File: config.mk
export PLATFORM = sky130hd
export DESIGN_NAME = level_set_layer_value_update_unit
export DESIGN_NICKNAME = d
export VERILOG_FILES = /design/src/rtl/core/lslvu_pkg.sv /design/src/rtl/core/lslvu_decode.sv /design/src/rtl/core/lslvu_reduce.sv /design/src/rtl/core/lslvu_update.sv /design/src/rtl/core/level_set_layer_value_update_unit.sv
export SDC_FILE = /design/constraint.sdc
export NUM_CORES = 1
export LEC_CHECK = 0
export BUFFER_PORTS_ARGS = -buffer_cell sky130_fd_sc_hd__clkbuf_2
export CAP_MARGIN = 20
export CELL_PAD_IN_SITES_DETAIL_PLACEMENT = 1
export CELL_PAD_IN_SITES_GLOBAL_PLACEMENT = 1
export CORE_ASPECT_RATIO = 1.2
export CORE_MARGIN = 10
export CORE_UTILIZATION = 47
export DETAILED_ROUTE_END_ITERATION = 10
export HOLD_SLACK_MARGIN = 0.1
export PLACE_DENSITY = 0.84
export SETUP_SLACK_MARGIN = 0.5
export SLEW_MARGIN = 20
export SYNTH_ARGS = -nofsm -noshare
export SYNTH_HDL_FRONTEND = slang
export SYNTH_HIERARCHICAL = 1
export SYNTH_SLANG_ARGS = --single-unit
export TNS_END_PERCENT = 100
File: constraint.sdc
create_clock -name clk_i -period 4.95 [get_ports clk_i]
set_input_delay 0.495 -clock clk_i [delete_from_list [all_inputs] [get_ports clk_i]]
set_output_delay 0.495 -clock clk_i [all_outputs]
set_load 0.005 [all_outputs]
File: src/rtl/core/lslvu_pkg.sv
// Shared types, constants and helpers of the level set layer value update unit.
package lslvu_pkg;

  localparam int unsigned LAYER_COUNT = 5;
  localparam int unsigned NEIGHBOURS  = 6;
  localparam int unsigned MaxNbrs     = 6;

  localparam int unsigned PassW  = 4;
  localparam int unsigned StatW  = 8;
  localparam int unsigned LayerW = 4;
  localparam int unsigned ValW   = 16;
  localparam int unsigned StepW  = 15;
  localparam int unsigned ActW   = 2;
  localparam int unsigned CfgIdxW = 1;

  localparam logic [StepW-1:0] GradStepReset = 15'd256;
  localparam logic [StatW-1:0] StatNullReset = 8'd255;

  // configuration register indexes
  localparam logic [CfgIdxW-1:0] CfgGradStep = 1'b0;
  localparam logic [CfgIdxW-1:0] CfgStatNull = 1'b1;

  typedef enum logic [ActW-1:0] {
    ActUnlink  = 2'd0,
    ActValue   = 2'd1,
    ActPromote = 2'd2,
    ActDelete  = 2'd3
  } action_e;

  // candidate neighbour value; vld set when the neighbour sits in the 'from' layer
  typedef struct packed {
    logic                   vld;
    logic signed [ValW-1:0] val;
  } cand_t;

  // per-node control carried alongside the value reduction
  typedef struct packed {
    logic              stale;
    logic              delete_node;
    logic              inward;
    logic [StatW-1:0]  center;
    logic [LayerW-1:0] to_layer;
    logic [LayerW-1:0] promote;
  } node_ctl_t;

  // largest (inward) or smallest (outward) of two candidates, ignoring empty ones
  function automatic cand_t pick_cand(cand_t a, cand_t b, logic inward);
    cand_t r;
    r = a;
    if (!a.vld) begin
      r = b;
    end else if (b.vld) begin
      if (inward ? ($signed(b.val) > $signed(a.val)) : ($signed(b.val) < $signed(a.val))) begin
        r = b;
      end
    end
    return r;
  endfunction

endpackage

File: src/rtl/core/lslvu_decode.sv
// Stage 1: pass decode, stale check and neighbour layer match.
module lslvu_decode #(
  parameter int unsigned NBRS = lslvu_pkg::NEIGHBOURS
) (
  input  logic                                clk_i,
  input  logic                                rst_ni,
  input  logic                                valid_i,
  output logic                                ready_o,
  input  logic [lslvu_pkg::PassW-1:0]         pass_i,
  input  logic [lslvu_pkg::StatW-1:0]         center_i,
  input  logic [6*lslvu_pkg::StatW-1:0]       nbr_status_i,
  input  logic signed [lslvu_pkg::ValW-1:0]   nbr_val_i [lslvu_pkg::MaxNbrs],
  output logic                                valid_o,
  input  logic                                ready_i,
  output lslvu_pkg::node_ctl_t                ctl_o,
  output lslvu_pkg::cand_t                    cand_o [NBRS]
);

  logic                                pass_ok;
  logic [lslvu_pkg::PassW-1:0]         from_layer;
  logic [lslvu_pkg::LayerW-1:0]        to_layer;
  logic [lslvu_pkg::LayerW:0]          promote;
  lslvu_pkg::node_ctl_t                ctl_d, ctl_q;
  lslvu_pkg::cand_t                    cand_d [NBRS];
  lslvu_pkg::cand_t                    cand_q [NBRS];
  logic                                vld_q;

  assign pass_ok    = pass_i <= lslvu_pkg::PassW'(lslvu_pkg::LAYER_COUNT - 2);
  // passes 0 and 1 both read layer 0; later passes read layer pass-1
  assign from_layer = (pass_i < 4'd2) ? '0 : pass_i - 4'd1;
  assign to_layer   = pass_i + 4'd1;
  assign promote    = {1'b0, pass_i} + 5'd3;

  always_comb begin
    ctl_d.stale       = center_i != {{(lslvu_pkg::StatW-lslvu_pkg::LayerW){1'b0}}, to_layer};
    ctl_d.delete_node = promote > 5'(lslvu_pkg::LAYER_COUNT - 1);
    ctl_d.inward      = ~pass_i[0];
    ctl_d.center      = center_i;
    ctl_d.to_layer    = to_layer;
    ctl_d.promote     = promote[lslvu_pkg::LayerW-1:0];
    for (int i = 0; i < NBRS; i++) begin
      cand_d[i].vld = nbr_status_i[i*lslvu_pkg::StatW +: lslvu_pkg::StatW] ==
                      {{(lslvu_pkg::StatW-lslvu_pkg::PassW){1'b0}}, from_layer};
      cand_d[i].val = nbr_val_i[i];
    end
  end

  assign ready_o = !vld_q || ready_i;

  always_ff @(posedge clk_i or negedge rst_ni) begin
    if (!rst_ni) begin
      vld_q <= 1'b0;
    end else if (ready_o) begin
      // out-of-range passes are dropped here
      vld_q <= valid_i && pass_ok;
    end
  end

  always_ff @(posedge clk_i) begin
    if (valid_i && ready_o) begin
      ctl_q  <= ctl_d;
      cand_q <= cand_d;
    end
  end

  assign valid_o = vld_q;
  assign ctl_o   = ctl_q;
  assign cand_o  = cand_q;

endmodule

File: src/rtl/core/lslvu_reduce.sv
// Stages 2 and 3: registered max/min tree over the matching neighbours.
module lslvu_reduce #(
  parameter int unsigned NBRS = lslvu_pkg::NEIGHBOURS
) (
  input  logic                 clk_i,
  input  logic                 rst_ni,
  input  logic                 valid_i,
  output logic                 ready_o,
  input  lslvu_pkg::node_ctl_t ctl_i,
  input  lslvu_pkg::cand_t     cand_i [NBRS],
  output logic                 valid_o,
  input  logic                 ready_i,
  output lslvu_pkg::node_ctl_t ctl_o,
  output lslvu_pkg::cand_t     best_o
);

  localparam int unsigned NumPairs = (NBRS + 1) / 2;

  lslvu_pkg::cand_t     pair_d [NumPairs];
  lslvu_pkg::cand_t     pair_q [NumPairs];
  lslvu_pkg::node_ctl_t ctl2_q, ctl3_q;
  lslvu_pkg::cand_t     best_d, best_q;
  logic                 vld2_q, vld3_q;
  logic                 rdy2, rdy3;

  for (genvar j = 0; j < NumPairs; j++) begin : g_pair
    if (2*j + 1 < NBRS) begin : g_two
      assign pair_d[j] = lslvu_pkg::pick_cand(cand_i[2*j], cand_i[2*j+1], ctl_i.inward);
    end else begin : g_one
      assign pair_d[j] = cand_i[2*j];
    end
  end

  // at most three pair winners left, folded in one stage
  always_comb begin
    best_d = pair_q[0];
    for (int j = 1; j < NumPairs; j++) begin
      best_d = lslvu_pkg::pick_cand(best_d, pair_q[j], ctl2_q.inward);
    end
  end

  assign rdy3    = !vld3_q || ready_i;
  assign rdy2    = !vld2_q || rdy3;
  assign ready_o = rdy2;

  always_ff @(posedge clk_i or negedge rst_ni) begin
    if (!rst_ni) begin
      vld2_q <= 1'b0;
      vld3_q <= 1'b0;
    end else begin
      if (rdy2) begin
        vld2_q <= valid_i;
      end
      if (rdy3) begin
        vld3_q <= vld2_q;
      end
    end
  end

  always_ff @(posedge clk_i) begin
    if (valid_i && rdy2) begin
      pair_q <= pair_d;
      ctl2_q <= ctl_i;
    end
    if (vld2_q && rdy3) begin
      best_q <= best_d;
      ctl3_q <= ctl2_q;
    end
  end

  assign valid_o = vld3_q;
  assign ctl_o   = ctl3_q;
  assign best_o  = best_q;

endmodule

File: src/rtl/core/lslvu_update.sv
// Stage 4: saturating step add, action select and output register.
module lslvu_update (
  input  logic                                clk_i,
  input  logic                                rst_ni,
  input  logic                                valid_i,
  output logic                                ready_o,
  input  lslvu_pkg::node_ctl_t                ctl_i,
  input  lslvu_pkg::cand_t                    best_i,
  input  logic [lslvu_pkg::StepW-1:0]         grad_step_i,
  input  logic [lslvu_pkg::StatW-1:0]         stat_null_i,
  output logic                                valid_o,
  input  logic                                ready_i,
  output lslvu_pkg::action_e                  action_o,
  output logic signed [lslvu_pkg::ValW-1:0]   new_value_o,
  output logic [lslvu_pkg::StatW-1:0]         new_status_o,
  output logic [lslvu_pkg::LayerW-1:0]        target_layer_o
);

  logic signed [lslvu_pkg::ValW+1:0]   best_ext, step_ext, sum;
  logic signed [lslvu_pkg::ValW-1:0]   sat;
  lslvu_pkg::action_e                  action_d, action_q;
  logic signed [lslvu_pkg::ValW-1:0]   value_d, value_q;
  logic [lslvu_pkg::StatW-1:0]         status_d, status_q;
  logic [lslvu_pkg::LayerW-1:0]        layer_q;
  logic                                vld_q;

  assign best_ext = {{2{best_i.val[lslvu_pkg::ValW-1]}}, best_i.val};
  assign step_ext = {3'b000, grad_step_i};
  assign sum      = ctl_i.inward ? best_ext - step_ext : best_ext + step_ext;

  always_comb begin
    if (sum > 18'sd32767) begin
      sat = 16'sh7FFF;
    end else if (sum < -18'sd32768) begin
      sat = 16'sh8000;
    end else begin
      sat = sum[lslvu_pkg::ValW-1:0];
    end
  end

  always_comb begin
    action_d = lslvu_pkg::ActUnlink;
    value_d  = '0;
    status_d = ctl_i.center;
    if (ctl_i.stale) begin
      action_d = lslvu_pkg::ActUnlink;
    end else if (best_i.vld) begin
      action_d = lslvu_pkg::ActValue;
      value_d  = sat;
    end else if (ctl_i.delete_node) begin
      action_d = lslvu_pkg::ActDelete;
      status_d = stat_null_i;
    end else begin
      action_d = lslvu_pkg::ActPromote;
      status_d = {{(lslvu_pkg::StatW-lslvu_pkg::LayerW){1'b0}}, ctl_i.promote};
    end
  end

  assign ready_o = !vld_q || ready_i;

  always_ff @(posedge clk_i or negedge rst_ni) begin
    if (!rst_ni) begin
      vld_q <= 1'b0;
    end else if (ready_o) begin
      vld_q <= valid_i;
    end
  end

  always_ff @(posedge clk_i) begin
    if (valid_i && ready_o) begin
      action_q <= action_d;
      value_q  <= value_d;
      status_q <= status_d;
      layer_q  <= ctl_i.to_layer;
    end
  end

  assign valid_o        = vld_q;
  assign action_o       = action_q;
  assign new_value_o    = value_q;
  assign new_status_o   = status_q;
  assign target_layer_o = layer_q;

endmodule

File: src/rtl/core/level_set_layer_value_update_unit.sv
// Pipeline: an accepted item passes the decode, pair, fold and update stage registers in order to reach m_axis.
// Throughput: one item per cycle while m_axis_tready is high; each of the four stage registers has its own valid bit
// and takes a new item whenever it is empty or its successor takes its contents.
// Items with a pass index above LAYER_COUNT-2 are dropped in the decode stage.
// Reset (rst_ni low, asynchronous) empties all stages; gradient_step returns to 256
// and status_null to 255.
module level_set_layer_value_update_unit #(
  parameter int unsigned NEIGHBOURS = lslvu_pkg::NEIGHBOURS
) (
  input  logic                                 clk_i,
  input  logic                                 rst_ni,
  input  logic                                 s_axis_tvalid,
  output logic                                 s_axis_tready,
  // center_status[7:0], nbr_statuses[55:8], nbr_value_0..5 at [71:56] up to [151:136]
  input  logic [151:0]                         s_axis_tdata,
  // pass_index[3:0]
  input  logic [lslvu_pkg::PassW-1:0]          s_axis_tuser,
  output logic                                 m_axis_tvalid,
  input  logic                                 m_axis_tready,
  // new_value[15:0], new_status[23:16], target_layer[27:24], zero[31:28]
  output logic [31:0]                          m_axis_tdata,
  // action[1:0]
  output logic [lslvu_pkg::ActW-1:0]           m_axis_tuser,
  input  logic                                 cfg_valid_i,
  output logic                                 cfg_ready_o,
  input  logic [lslvu_pkg::CfgIdxW-1:0]        cfg_index_i,
  input  logic [lslvu_pkg::StepW-1:0]          cfg_data_i
);

  localparam int unsigned NbrBase = lslvu_pkg::StatW + 6*lslvu_pkg::StatW;

  logic [lslvu_pkg::StepW-1:0]         grad_step_q;
  logic [lslvu_pkg::StatW-1:0]         stat_null_q;

  logic signed [lslvu_pkg::ValW-1:0]   nbr_val [lslvu_pkg::MaxNbrs];
  logic                                dec_vld, dec_rdy;
  lslvu_pkg::node_ctl_t                dec_ctl;
  lslvu_pkg::cand_t                    dec_cand [NEIGHBOURS];
  logic                                red_vld, red_rdy;
  lslvu_pkg::node_ctl_t                red_ctl;
  lslvu_pkg::cand_t                    red_best;
  lslvu_pkg::action_e                  action;
  logic signed [lslvu_pkg::ValW-1:0]   new_value;
  logic [lslvu_pkg::StatW-1:0]         new_status;
  logic [lslvu_pkg::LayerW-1:0]        target_layer;

  // configuration registers
  assign cfg_ready_o = 1'b1;

  always_ff @(posedge clk_i or negedge rst_ni) begin
    if (!rst_ni) begin
      grad_step_q <= lslvu_pkg::GradStepReset;
      stat_null_q <= lslvu_pkg::StatNullReset;
    end else if (cfg_valid_i) begin
      unique case (cfg_index_i)
        lslvu_pkg::CfgGradStep: grad_step_q <= cfg_data_i;
        lslvu_pkg::CfgStatNull: stat_null_q <= cfg_data_i[lslvu_pkg::StatW-1:0];
        default: ;
      endcase
    end
  end

  for (genvar i = 0; i < lslvu_pkg::MaxNbrs; i++) begin : g_val
    assign nbr_val[i] = s_axis_tdata[NbrBase + i*lslvu_pkg::ValW +: lslvu_pkg::ValW];
  end

  lslvu_decode #(
    .NBRS (NEIGHBOURS)
  ) u_decode (
    .clk_i        (clk_i),
    .rst_ni       (rst_ni),
    .valid_i      (s_axis_tvalid),
    .ready_o      (s_axis_tready),
    .pass_i       (s_axis_tuser),
    .center_i     (s_axis_tdata[lslvu_pkg::StatW-1:0]),
    .nbr_status_i (s_axis_tdata[NbrBase-1:lslvu_pkg::StatW]),
    .nbr_val_i    (nbr_val),
    .valid_o      (dec_vld),
    .ready_i      (dec_rdy),
    .ctl_o        (dec_ctl),
    .cand_o       (dec_cand)
  );

  lslvu_reduce #(
    .NBRS (NEIGHBOURS)
  ) u_reduce (
    .clk_i   (clk_i),
    .rst_ni  (rst_ni),
    .valid_i (dec_vld),
    .ready_o (dec_rdy),
    .ctl_i   (dec_ctl),
    .cand_i  (dec_cand),
    .valid_o (red_vld),
    .ready_i (red_rdy),
    .ctl_o   (red_ctl),
    .best_o  (red_best)
  );

  lslvu_update u_update (
    .clk_i          (clk_i),
    .rst_ni         (rst_ni),
    .valid_i        (red_vld),
    .ready_o        (red_rdy),
    .ctl_i          (red_ctl),
    .best_i         (red_best),
    .grad_step_i    (grad_step_q),
    .stat_null_i    (stat_null_q),
    .valid_o        (m_axis_tvalid),
    .ready_i        (m_axis_tready),
    .action_o       (action),
    .new_value_o    (new_value),
    .new_status_o   (new_status),
    .target_layer_o (target_layer)
  );

  assign m_axis_tuser = action;
  assign m_axis_tdata = {4'b0000, target_layer, new_status, new_value};

  // an in-range item always lands in the decode stage
  assert property (@(posedge clk_i) disable iff (!rst_ni)
    s_axis_tvalid && s_axis_tready &&
    s_axis_tuser <= lslvu_pkg::PassW'(lslvu_pkg::LAYER_COUNT - 2) |=> dec_vld)
    else $error("in-range item lost in decode stage");

  assert property (@(posedge clk_i) disable iff (!rst_ni)
    m_axis_tvalid && m_axis_tuser != lslvu_pkg::ActValue |-> m_axis_tdata[15:0] == '0)
    else $error("new_value nonzero for a non-value action");

  // promote layer is always two past the target layer and within range
  assert property (@(posedge clk_i) disable iff (!rst_ni)
    m_axis_tvalid && m_axis_tuser == lslvu_pkg::ActPromote |->
    m_axis_tdata[23:16] == {4'b0000, m_axis_tdata[27:24]} + 8'd2 &&
    m_axis_tdata[23:16] <= 8'(lslvu_pkg::LAYER_COUNT - 1))
    else $error("promoted status inconsistent with target layer");

  assert property (@(posedge clk_i) disable iff (!rst_ni)
    m_axis_tvalid && m_axis_tuser == lslvu_pkg::ActDelete |->
    m_axis_tdata[23:16] == stat_null_q)
    else $error("deleted node without null status");

endmodule
==> results of run 1 <==
through the flow:
stage	hold slack, ns	setup TNS (ns)	power [mW]	std cells	setup WS (ns)
6_report	0.113	-0.517	6.13	1936	-0.0887
5_1_grt	0.0979	-2.70	6.38	1936	-0.208
4_1_cts	0.100	0	6.10	1925	0.358
3_5_place_dp	0.407	0	3.95	1761	0.128
3_3_place_gp	0.401	0	3.88	1761	0.298
2_1_floorplan	0.199	0	3.60	1179	0.514
cells in the mapped netlist (all sizes together), types with 9 or more instances:
cell type,number,area share (%)
o21ai,29,1.0
nor2,37,0.94
nor4,15,0.90
o211ai,40,2.0
o31ai,10,0.60
nor2b,24,1.0
o221ai,15,0.89
inv,103,2.6
dfstp,9,1.6
or4,9,0.48
nand2,55,1.4
xnor2,25,1.6
nand3,37,1.3
nor3,27,0.99
ha,100,8.4
a21oi,63,2.2
xor2,29,1.8
nand4,29,1.2
a21o,12,0.61
mux2,56,4.8
buf,34,1.5
nand2b,17,0.72
clkbuf,19,0.49
dfrtp,18,3.0
a31oi,19,0.80
edfxtp,255,52
worst max path at each step:
stage	to	start	slack, ns	depth (start not counted)
floorplan	u_reduce/best_o[10]	u_reduce/pair_q[32]	0.51	19
global placement	u_reduce/best_o[11]	u_reduce/pair_q[32]	0.30	19
detailed placement	u_reduce/best_o[2]	u_reduce/pair_q[32]	0.13	20
CTS	u_reduce/best_o[4]	u_reduce/pair_q[25]	0.36	22
global route	u_reduce/best_o[10]	u_reduce/pair_q[45]	-0.21	23
finish	u_reduce/best_o[10]	u_reduce/pair_q[45]	-0.09	23
cell families (layout without fill, tap and decap cells):
kind of cell | Yosys count | in the layout
compound gates | 223 | 223
flops | 282 | 282
mux | 63 | 63
other cells | 2 | 6
simple gates | 288 | 288
buf+inv | 156 | 511
xor+xnor | 54 | 54
fa+ha+maj | 108 | 108
sequential cells by signal, summed over array words and instances (netlist names), 8 cells and up:
register               cells
grad_step_q               15
u_update/new_status_o      8
u_reduce/ctl2_q           19
u_reduce/ctl_o            19
u_decode/ctl_o            17
u_decode/cand_o          102
u_update/new_value_o      16
u_reduce/pair_q           51
u_reduce/best_o           17
stat_null_q                8
metal layers:
layer  track usage, %  up-vias  routed length (um)
met5                0        -                   0
met4             8.58        0                1940
met3             3.59      118                2680
met2             42.7      382               25800
met1             24.2     5613               16900
li1                 -     5082                   -
layout by cell type (no fill, tap or decap), types with 7 or more instances in the layout:
cell type,n
sky130_fd_sc_hd__clkbuf_1,12
sky130_fd_sc_hd__ha_1,95
sky130_fd_sc_hd__or4_1,8
sky130_fd_sc_hd__o31ai_1,9
sky130_fd_sc_hd__nor3_2,7
sky130_fd_sc_hd__xor2_1,28
sky130_fd_sc_hd__clkbuf_16,29
sky130_fd_sc_hd__nand4_1,29
sky130_fd_sc_hd__xnor2_1,24
sky130_fd_sc_hd__buf_4,41
sky130_fd_sc_hd__a21o_1,12
sky130_fd_sc_hd__buf_12,8
sky130_fd_sc_hd__mux2_2,36
sky130_fd_sc_hd__nand2_1,50
sky130_fd_sc_hd__or3_1,8
sky130_fd_sc_hd__o211ai_1,40
sky130_fd_sc_hd__o21ai_0,23
sky130_fd_sc_hd__dfstp_2,9
sky130_fd_sc_hd__nor2_1,37
sky130_fd_sc_hd__clkbuf_2,208
sky130_fd_sc_hd__nor3_1,18
sky130_fd_sc_hd__edfxtp_1,255
sky130_fd_sc_hd__o221ai_1,11
sky130_fd_sc_hd__nor4_1,7
sky130_fd_sc_hd__a21oi_1,53
sky130_fd_sc_hd__mux2_4,20
sky130_fd_sc_hd__inv_1,101
sky130_fd_sc_hd__a21oi_2,8
sky130_fd_sc_hd__dfrtp_1,18
sky130_fd_sc_hd__a31oi_1,18
sky130_fd_sc_hd__dlygate4sd3_1,86
sky130_fd_sc_hd__nor2b_1,24
sky130_fd_sc_hd__nand3_1,36
sky130_fd_sc_hd__nand2b_1,17
sky130_fd_sc_hd__maj3_1,7
cell type report:
type	instances	area share (%)
antenna	1	0.0133
clock buffer	44	4.32
clock inverter	10	0.353
inverter	103	2.06
multi-input combinational	741	32.3
sequential	282	44.4
tap	401	2.67
timing repair buffer	354	13.8
power by group through the flow:
stage	registers, mW	logic (mW)	clock network [mW]
after floorplan	2.91	0.691	0
after global placement	2.94	0.941	0
after detailed placement	2.95	1.00	0
after CTS	2.91	1.10	2.09
after global routing	2.93	1.24	2.21
final	2.91	1.14	2.07
what timing repair did:
item                                    in CTS  in global routing
hold buffers                                86                  0
pin swaps                                   23                 22
buffers inserted                            18                 10
gates resized for setup                     33                 25
endpoints found under the hold margin      103                  0
endpoints found under the setup margin      24                 24
gates cloned                                 6                  0
==> flow_results.org, run 1 <==
** Status
- Status :: complete, but fails checks
- Failing checks :: negative setup slack

** STA
- Setup Viol. Count Final :: 14
- Hold Vio Cnt, Final :: 0
- Setup repair after global routing could not meet its margin everywhere.
- Worst Max-Slew Pin Slew :: 1.12 ns
- In the finished design, the share of the clock period the worst path needs comes to 102%.
- Worst rel slew slack :: 25.4%
- Post-route minimum period :: 5.04 ns
- Crit path setup slack, layout :: -0.0887 ns
- Maximum frequency from static timing analysis :: 0.198 GHz
- Clock skew after layout :: 0.0270 ns
- Final max-slew violation count :: 0

** Worst setup path
- R2R Path End :: u_reduce/best_o[10]
- CP Cell Sequence :: inv_1 -> ha_4 -> nand4_1 -> nor4_2 -> a21bo_2 -> and3_4 -> o41a_1 -> nand2_4 -> buf_12 -> buf_16 -> a21oi_4 -> ha_4 -> nand4_1 -> nor4_2 -> buf_4 -> a21boi_4 -> o31a_1 -> nor3_2 -> buf_4 -> buf_12 -> buf_12 -> o211ai_1 -> o221ai_2
- In this run the critical register-to-register path is launched from u_reduce/pair_q[45].
- At the worst endpoint, the required time is 5.25 ns.
- Setup slack on the worst flop-to-flop path :: -0.09 ns
- Worst-path cell with the longest stage delay :: sky130_fd_sc_hd__o41a_1
- The cell that appears most often on the critical path is sky130_fd_sc_hd__buf_12.
- The largest single stage delay on the critical path is 0.44 ns.
- The worst setup path is captured at a register.
- Kind of cell adding the most delay to the critical path :: compound AO/OA/AOI/OAI gates
- Crit path buf inv count :: 7
- Data arrival time of the critical path :: 5.34 ns
- Counting cells, the worst reg-to-reg path comes to 23.
- The worst setup path is of the register to register kind.
- Largest fanout on the critical path :: 7
- The worst setup path is launched from a register.

** Pwr
- Clock share of power :: 33.8%
- The internal power of the cells totals 4.45 mW.
- In this run the power spent charging and discharging nets is roughly 1.7 mW.
- Net switching share of the total power :: 27.4%
- The worst-case IR drop observed on VDD is 0.277 mV.
- For this design the ratio of total power to cell area is about 330 nW/um^2.
- Summed over all cells, the static leakage comes to slightly below 8 nW.
- The share of total power dissipated in sequential elements is a little under half.
- Combinational logic is responsible for 18.7% of the overall power.

** Floorplanning
- Number of rows in the core area :: 71
- Die Y-Extent :: approximately 210 um
- Floorplan core area :: 31300 sq um
- between 200 and 250 I/O pins were placed.
- Width of the chip :: 182 um
- The die covers just under 40000 sq um.
- Once the floorplan was initialized, standard cells occupied a little under half of the core.

** Detailed routing
- Number of vias per cell :: 5.78
- In the routed design, unresolved DRC markers number 0.
- After detailed routing, the average wire length per cell comes to 24.4 um.
- Number of detailed-routing iterations run before antenna repair :: 5
- Via count :: 11.2k
- Number of DRC violations after detailed-routing iteration 0 :: 937
- Wires add up to 47300 um.
- The count of nets left with antenna violations once routing finished came out at 0.

** Global route
- Antenna violations before repair :: 1
- Global-route wire length before repair :: between 70000 and 80000 um
- Global routing consumed, over all layers together, 22.5% of the routing resources.
- The via count of the first global-routing pass was 12.2k.
- After global routing the overflow that remains totals 0.
- Maximum number of pins on one net before global-route repair :: 72

** Clocking
- Sinks on Clock Net :: 282
- CTS buffer count :: 29
- CTS tree :: yes
- No sink is reached through more buffers than the 3 on the longest clock path.
- Root Buffer Master :: sky130_fd_sc_hd__clkbuf_16
- H-tree lvl count :: 1
- After clock tree synthesis, the clock-pin slew on the worst setup and hold paths is 0.08 ns.
- Later-pin clock latency in the skew report :: 0.58 ns

** Hold path
- Min-delay src :: s_axis_tdata[83]
- Along the worst hold path, the cell count comes to 1.
- The worst hold path belongs to the class primary input to register.
- End point of the most critical hold path :: u_decode/cand_o[79]

** Synth
- Unique masters post-synth :: between 80 and 90
- The cell area that synthesis handed to floorplanning was 14800 sq um.
- Counting every instance in the synthesized netlist gives 1176.
- Number of enable-type register cells in the synthesized netlist :: between 200 and 300
- Dominant combinational cell family by area after synthesis :: simple AND/OR/NAND/NOR gates
- After Yosys synthesis, full adders, half adders and majority gates account for 9.05% of the synthesized area.
- Xor/xnor share of the synthesized area :: 3.37%
- For this run, the register share of the synthesized area comes to 56.3%.
- Synth Area per Inst :: 12.6 sq um
- After synthesis the netlist holds a flip-flop and latch count of 282.
- In the synthesized netlist the dominant register cell turns out to be sky130_fd_sc_hd__edfxtp_1.
- Mux contribution to synthesized area :: 5.32%
- Synthesis Warnings :: 6
- Summing the areas of all and, or, nand and nor instances in the mapped netlist gives 10.8% of the synthesized area.
- Compound-gate portion of the synthesized area :: 10.5%
- For this run, asynchronously set or reset flops after synthesis account for 9.57%.

** Final layout
- Seq. cell area :: about 8300 sq um
- Area growth from synthesis to layout :: 26.8%
- The finished cells cover 18800 sq um.
- Fraction of layout instances using a drive strength above 1 :: 29.1%
- Fin nets :: 1789
- Cells fill 60.1% of the core in the end.
- Summing all multi-input logic gate instances after layout gives 6080 sq um.
- Fill cells in the final layout number 3186.

** Place
- The count of buffers added on input and output ports is roughly 210.
- After legalization and detailed placement, the total HPWL measured 31200 um.
- Routability-driven placement finished with a final weighted congestion of 0.887.
- Placed cell area :: 16400 sq um

** Flow run
- The tool flagged a number of max-cap violations equal to 0.
(Power assumes the default switching activity.)
==> inputs of run 2 (changes only) <==
--- a/config.mk
+++ b/config.mk
@@ -19,6 +19,5 @@
 export SLEW_MARGIN = 20
 export SYNTH_ARGS = -nofsm -noshare
 export SYNTH_HDL_FRONTEND = slang
-export SYNTH_HIERARCHICAL = 1
 export SYNTH_SLANG_ARGS = --single-unit
 export TNS_END_PERCENT = 100
==> run 2 against run 1 <==
  * The run still ends with negative setup slack left
  * First-iteration DRC count fell by 43%
  * Global-route usage fell by 2.8 points
  * Fmax fell by 1.8%
  * Sequential cell count fell by 4
  * Critical endpoint is now u_reduce.best_o[5]
  * Highest routed layer unchanged
==> flow_results.org, run 2 <==
** Clocking
- Reg clk slew, reported paths :: 0.07 ns (about the same)
- TritonCTS built the clock tree.
- The clock sink count came to 278 (-1.4%).
- The maximum buffer depth of the clock tree is 3 (unchanged).
- Later-pin clock latency in the skew report :: 0.56 ns (-0.02 ns)
- H-tree lvl count :: 1 (unchanged)
- CTS buffer count :: 29 (unchanged)
- Root Buffer Master :: sky130_fd_sc_hd__clkbuf_16

** Worst setup path
- Worst path most repeated cell :: sky130_fd_sc_hd__buf_4
- The worst setup path is captured at a register.
- The number of buffer and inverter stages on the critical path was 5 (-2).
- Critical path required time :: 5.31 ns (+0.06 ns)
- Worst Setup Path Type :: register to register
- For this design, the slowest cell found on the critical path is sky130_fd_sc_hd__or4_4.
- CP Cell Sequence :: ha_1 -> nand4_1 -> buf_4 -> nor4_4 -> a21boi_4 -> nor4b_4 -> o21ai_2 -> o311ai_4 -> buf_6 -> buf_16 -> mux2i_2 -> ha_1 -> nand4_1 -> or4_4 -> buf_4 -> nor2_2 -> o22ai_2 -> mux2i_1 -> mux2_4 -> buf_4 -> mux2i_2
- Crit path largest cell delay :: 0.59 ns (+0.15 ns)
- Data arrival time of the critical path :: 5.49 ns (+0.15 ns)
- Crit path launch type :: register
- Kind of cell adding the most delay to the critical path :: simple AND/OR/NAND/NOR gates
- The maximum fanout encountered on the critical timing path is 7 (unchanged).

** Synth
- Most common flop cell mapped by yosys :: sky130_fd_sc_hd__edfxtp_1
- The synthesized area came to 13800 sq um (-6.9%).
- Synthesis Warnings :: 0 (-6)
- The fraction of the yosys area taken by sequential cells was 59.6% (+3.3 points).
- Number of flip-flops and latches in the synthesized netlist :: 278 (-1.4%)
- Synth async-reset ratio :: 9.71% (+0.14 points)
- The number of instances in the synthesized netlist was 1034 (-12%).
- Area share of the leading cell type in the synthesized netlist :: 54.6% (+3.0 points)
- The post-synthesis average cell area was 13.3 sq um (+5.9%).
- Commonest cells post-synth :: 251 x sky130_fd_sc_hd__edfxtp_1, 101 x sky130_fd_sc_hd__inv_1, 100 x sky130_fd_sc_hd__ha_1
- By instance count, the leading cell after synthesis is sky130_fd_sc_hd__edfxtp_1.
- The count of cell types in the netlist came to 58 (-30%).
- Most area-consuming cells after synthesis :: sky130_fd_sc_hd__edfxtp_1 55%, sky130_fd_sc_hd__ha_1 9.1%, sky130_fd_sc_hd__mux2_2 5.3%
- Cell type contributing the most total cell area after synthesis :: sky130_fd_sc_hd__edfxtp_1
- Number of enable-type register cells in the synthesized netlist :: 251 (-1.6%)

** Pwr
- Total chip power :: 6.00 mW (-2.1%)
- Net switching share of the total power :: 25.8% (-1.6 points)
- The combinational cell fraction of total power is 15.2% (-3.5 points).
- The static leakage power came to 7.07 nW (-8.0%).
- The maximum VDD drop was 0.522 mV (+89%).
- The fraction of power consumed by sequential logic is 47.5% (about the same).
- The switching component of the power was 1.55 mW (-7.7%).
- The internal portion of total power came to 4.45 mW (about the same).
- The power per cell area is 356 nW/um^2 (+9.2%).
- Clock share of power :: 37.3% (+3.5 points)

** Place
- Placed cell area :: 15300 sq um (-6.5%)
- The number of I/O port buffers was 208 (unchanged).
- Final RePlAce weighted congestion :: 0.824 (-7.0%)
- The count of placed standard cells including taps was 1612 (-8.5%).
- The detailed placement HPWL was 27100 um (-13%).

** Global route
- Total grt overflow :: 0 (unchanged)
- The first-pass GRT wire length came to 57300 um (-19%).
- Antenna violations before repair :: 0 (-1)
- Via count of the first global-routing pass :: 10.4k (-15%)
- The largest net degree at the start of global routing is 62 (-14%).
- The overall fraction of global-route tracks in use came to 19.7% (-2.8 points).

** Final layout
- Fraction of layout instances using a drive strength above 1 :: 33.0% (+3.9 points)
- Most frequent cells in the layout :: 251 x sky130_fd_sc_hd__edfxtp_1, 208 x sky130_fd_sc_hd__clkbuf_2, 101 x sky130_fd_sc_hd__inv_1
- Post-layout instance area :: 16900 sq um (-10%)
- Fin nets :: 1573 (-12%)
- ANT cells :: 0 (-1)
- Area growth from synthesis to layout :: 22.1%
- Most frequent standard cell in the layout excluding fill and tap cells :: sky130_fd_sc_hd__edfxtp_1
- The number of flip-flops under the largest register name came to 102 (unchanged).
- Final standard cell utilization of the core :: 58.4% (-1.7 points)
- The non-filler instance count after layout is 1702 (-12%).

** Detailed routing
- The total routed wire length on the met1 layer was 15300 um (-9.8%).
- Number of nets with antenna violations after routing :: 0 (unchanged)
- The detailed-routed wire length on met2 came to 20600 um (-20%).
- The routed length on met3 came to 2080 um (-23%).
- The routed via count is 9343 (-17%).
- The detail-routed net length per standard cell came to 23.3 um (-4.9%).
- The remaining routing DRC violations was 0 (unchanged).
- The post-detailed-routing wire length came to 39600 um (-16%).
- The via density per instance is 5.49 (-5.1%).
- The number of search-and-repair iterations in the first detailed-routing pass is 5 (unchanged).
- The violation count after the first detailed-route iteration was 531 (-43%).
- Routed signal wires occupy layers up through met4.

** Status
- The final reports fail on negative setup slack.
- The flow ran to the end, but the final reports show violations.

** STA
- The achievable frequency was 0.195 GHz (-1.8%).
- Setup repair after global routing could not meet its margin everywhere.
- Worst Hold Slack :: 0.112 ns (-0.00147 ns)
- Final max-slew violation count :: 0 (unchanged)
- The actual transition at the worst max-transition pin came to 1.07 ns (-0.0507 ns).
- The final setup slack of the worst path came to -0.182 ns (-0.0935 ns).
- The final setup skew was 0.0307 ns (+0.00372 ns).
- Setup Viol. Count Final :: 16 (+2)
- Post-route minimum period :: 5.13 ns (+0.0935 ns)
- Tcrit/Tclk final :: 104% (+1.9 points)
- The relative max-transition margin was 29.0% (+3.6 points).
- The hold violation count in the final report is 0 (unchanged).

** Floorplanning
- Die Outline Area :: 36600 sq um (-6.2%)
- The die span in x was 176 um (-3.1%).
- Number of rows in the core area :: 68 (-4.2%)
- Count of pins on the block boundary :: 214 (unchanged)
- The core footprint was 28800 sq um (-7.8%).
- The starting density of the core is 47.8% (+0.43 points).
- The die span in y was 208 um (-3.2%).

** Flow run
- Max-capacitance violation count :: 0 (unchanged)

** Hold path
- Worst hold path class :: primary input to register
==> run 2: cell type report <==
cell class	count	area [sq um]
multi-input combinational	630	5340
fill	2915	12000
sequential	278	8220
clock inverter	20	219
tap	385	482
clock buffer	33	741
timing repair buffer	255	1470
inverter	101	379
==> run 2: metrics by stage <==
| stage | worst slack [ns] | setup TNS (ns) |
|---|---|---|
| floorplan | 0.504 | 0 |
| global placement | -0.0901 | -0.897 |
| detailed placement | -0.354 | -4.39 |
| CTS | 0.273 | 0 |
| global route | -0.243 | -3.14 |
| finish | -0.182 | -1.51 |
==> run 2: per-layer routing <==
metal | global-route usage (%) | vias to the layer above
li1 | - | 4330
met1 | 22.0 | 4650
met2 | 36.0 | 265
met3 | 4.20 | 98
met4 | 6.95 | 0
met5 | 0 | -
==> run 2: repair_timing <==
item	in CTS	in global routing
hold buffers	4	0
gates resized for setup	20	26
setup endpoints to repair	16	16
gates cloned	1	0
hold endpoints to repair	21	0
setup buffers	16	16
pin swaps	12	13
==> run 2: worst paths after layout <==
kind                                startpoint                   to  slack (ns)  depth (start not counted)
setup / recovery           u_reduce.pair_q[29]   u_reduce.best_o[5]       -0.18                         21
min in group asynchronous               rst_ni      grad_step_q[13]        0.54                          2
max in group asynchronous               rst_ni       grad_step_q[3]        3.96                          2
hold / removal                s_axis_tdata[96]  u_decode.cand_o[59]        0.11                          1
setup reg to reg           u_reduce.pair_q[29]   u_reduce.best_o[5]       -0.18                         21
hold reg to reg            u_reduce.ctl2_q[11]   u_reduce.ctl_o[11]        0.42                          0
==> run 2: logic make-up after synthesis <==
logic type | Yosys count | share of synthesized area [%]
other | 2 | 0.0544
AO/OA/AOI/OAI | 163 | 7.62
multiplexers | 113 | 9.19
AND/OR/NAND/NOR | 194 | 7.03
adder cells (fa/ha/maj) | 101 | 9.21
flip-flops | 278 | 59.6
buffers and inverters | 129 | 3.87
XOR/XNOR | 54 | 3.43
==> run 2: power groups by stage <==
| stage | logic, mW | clock network, mW | registers, mW |
|---|---|---|---|
| floorplan | 0.576 | 0 | 2.86 |
| global placement | 0.805 | 0 | 2.88 |
| detailed placement | 0.852 | 0 | 2.89 |
| CTS | 0.881 | 2.25 | 2.85 |
| global route | 1.00 | 2.36 | 2.86 |
| finish | 0.910 | 2.24 | 2.85 |
==> run 2: worst register-to-register path: stages, from the launching register on <==
cell and delay, ns:
sky130_fd_sc_hd__edfxtp_1 0.49, sky130_fd_sc_hd__ha_1 0.33, sky130_fd_sc_hd__nand4_1 0.17, sky130_fd_sc_hd__buf_4 0.21
sky130_fd_sc_hd__nor4_4 0.16, sky130_fd_sc_hd__a21boi_4 0.26, sky130_fd_sc_hd__nor4b_4 0.09, sky130_fd_sc_hd__o21ai_2 0.24
sky130_fd_sc_hd__o311ai_4 0.18, sky130_fd_sc_hd__buf_6 0.17, sky130_fd_sc_hd__buf_16 0.13, sky130_fd_sc_hd__mux2i_2 0.16
sky130_fd_sc_hd__ha_1 0.32, sky130_fd_sc_hd__nand4_1 0.15, sky130_fd_sc_hd__or4_4 0.59, sky130_fd_sc_hd__buf_4 0.16
sky130_fd_sc_hd__nor2_2 0.16, sky130_fd_sc_hd__o22ai_2 0.10, sky130_fd_sc_hd__mux2i_1 0.18, sky130_fd_sc_hd__mux2_4 0.26
sky130_fd_sc_hd__buf_4 0.14, sky130_fd_sc_hd__mux2i_2 0.27
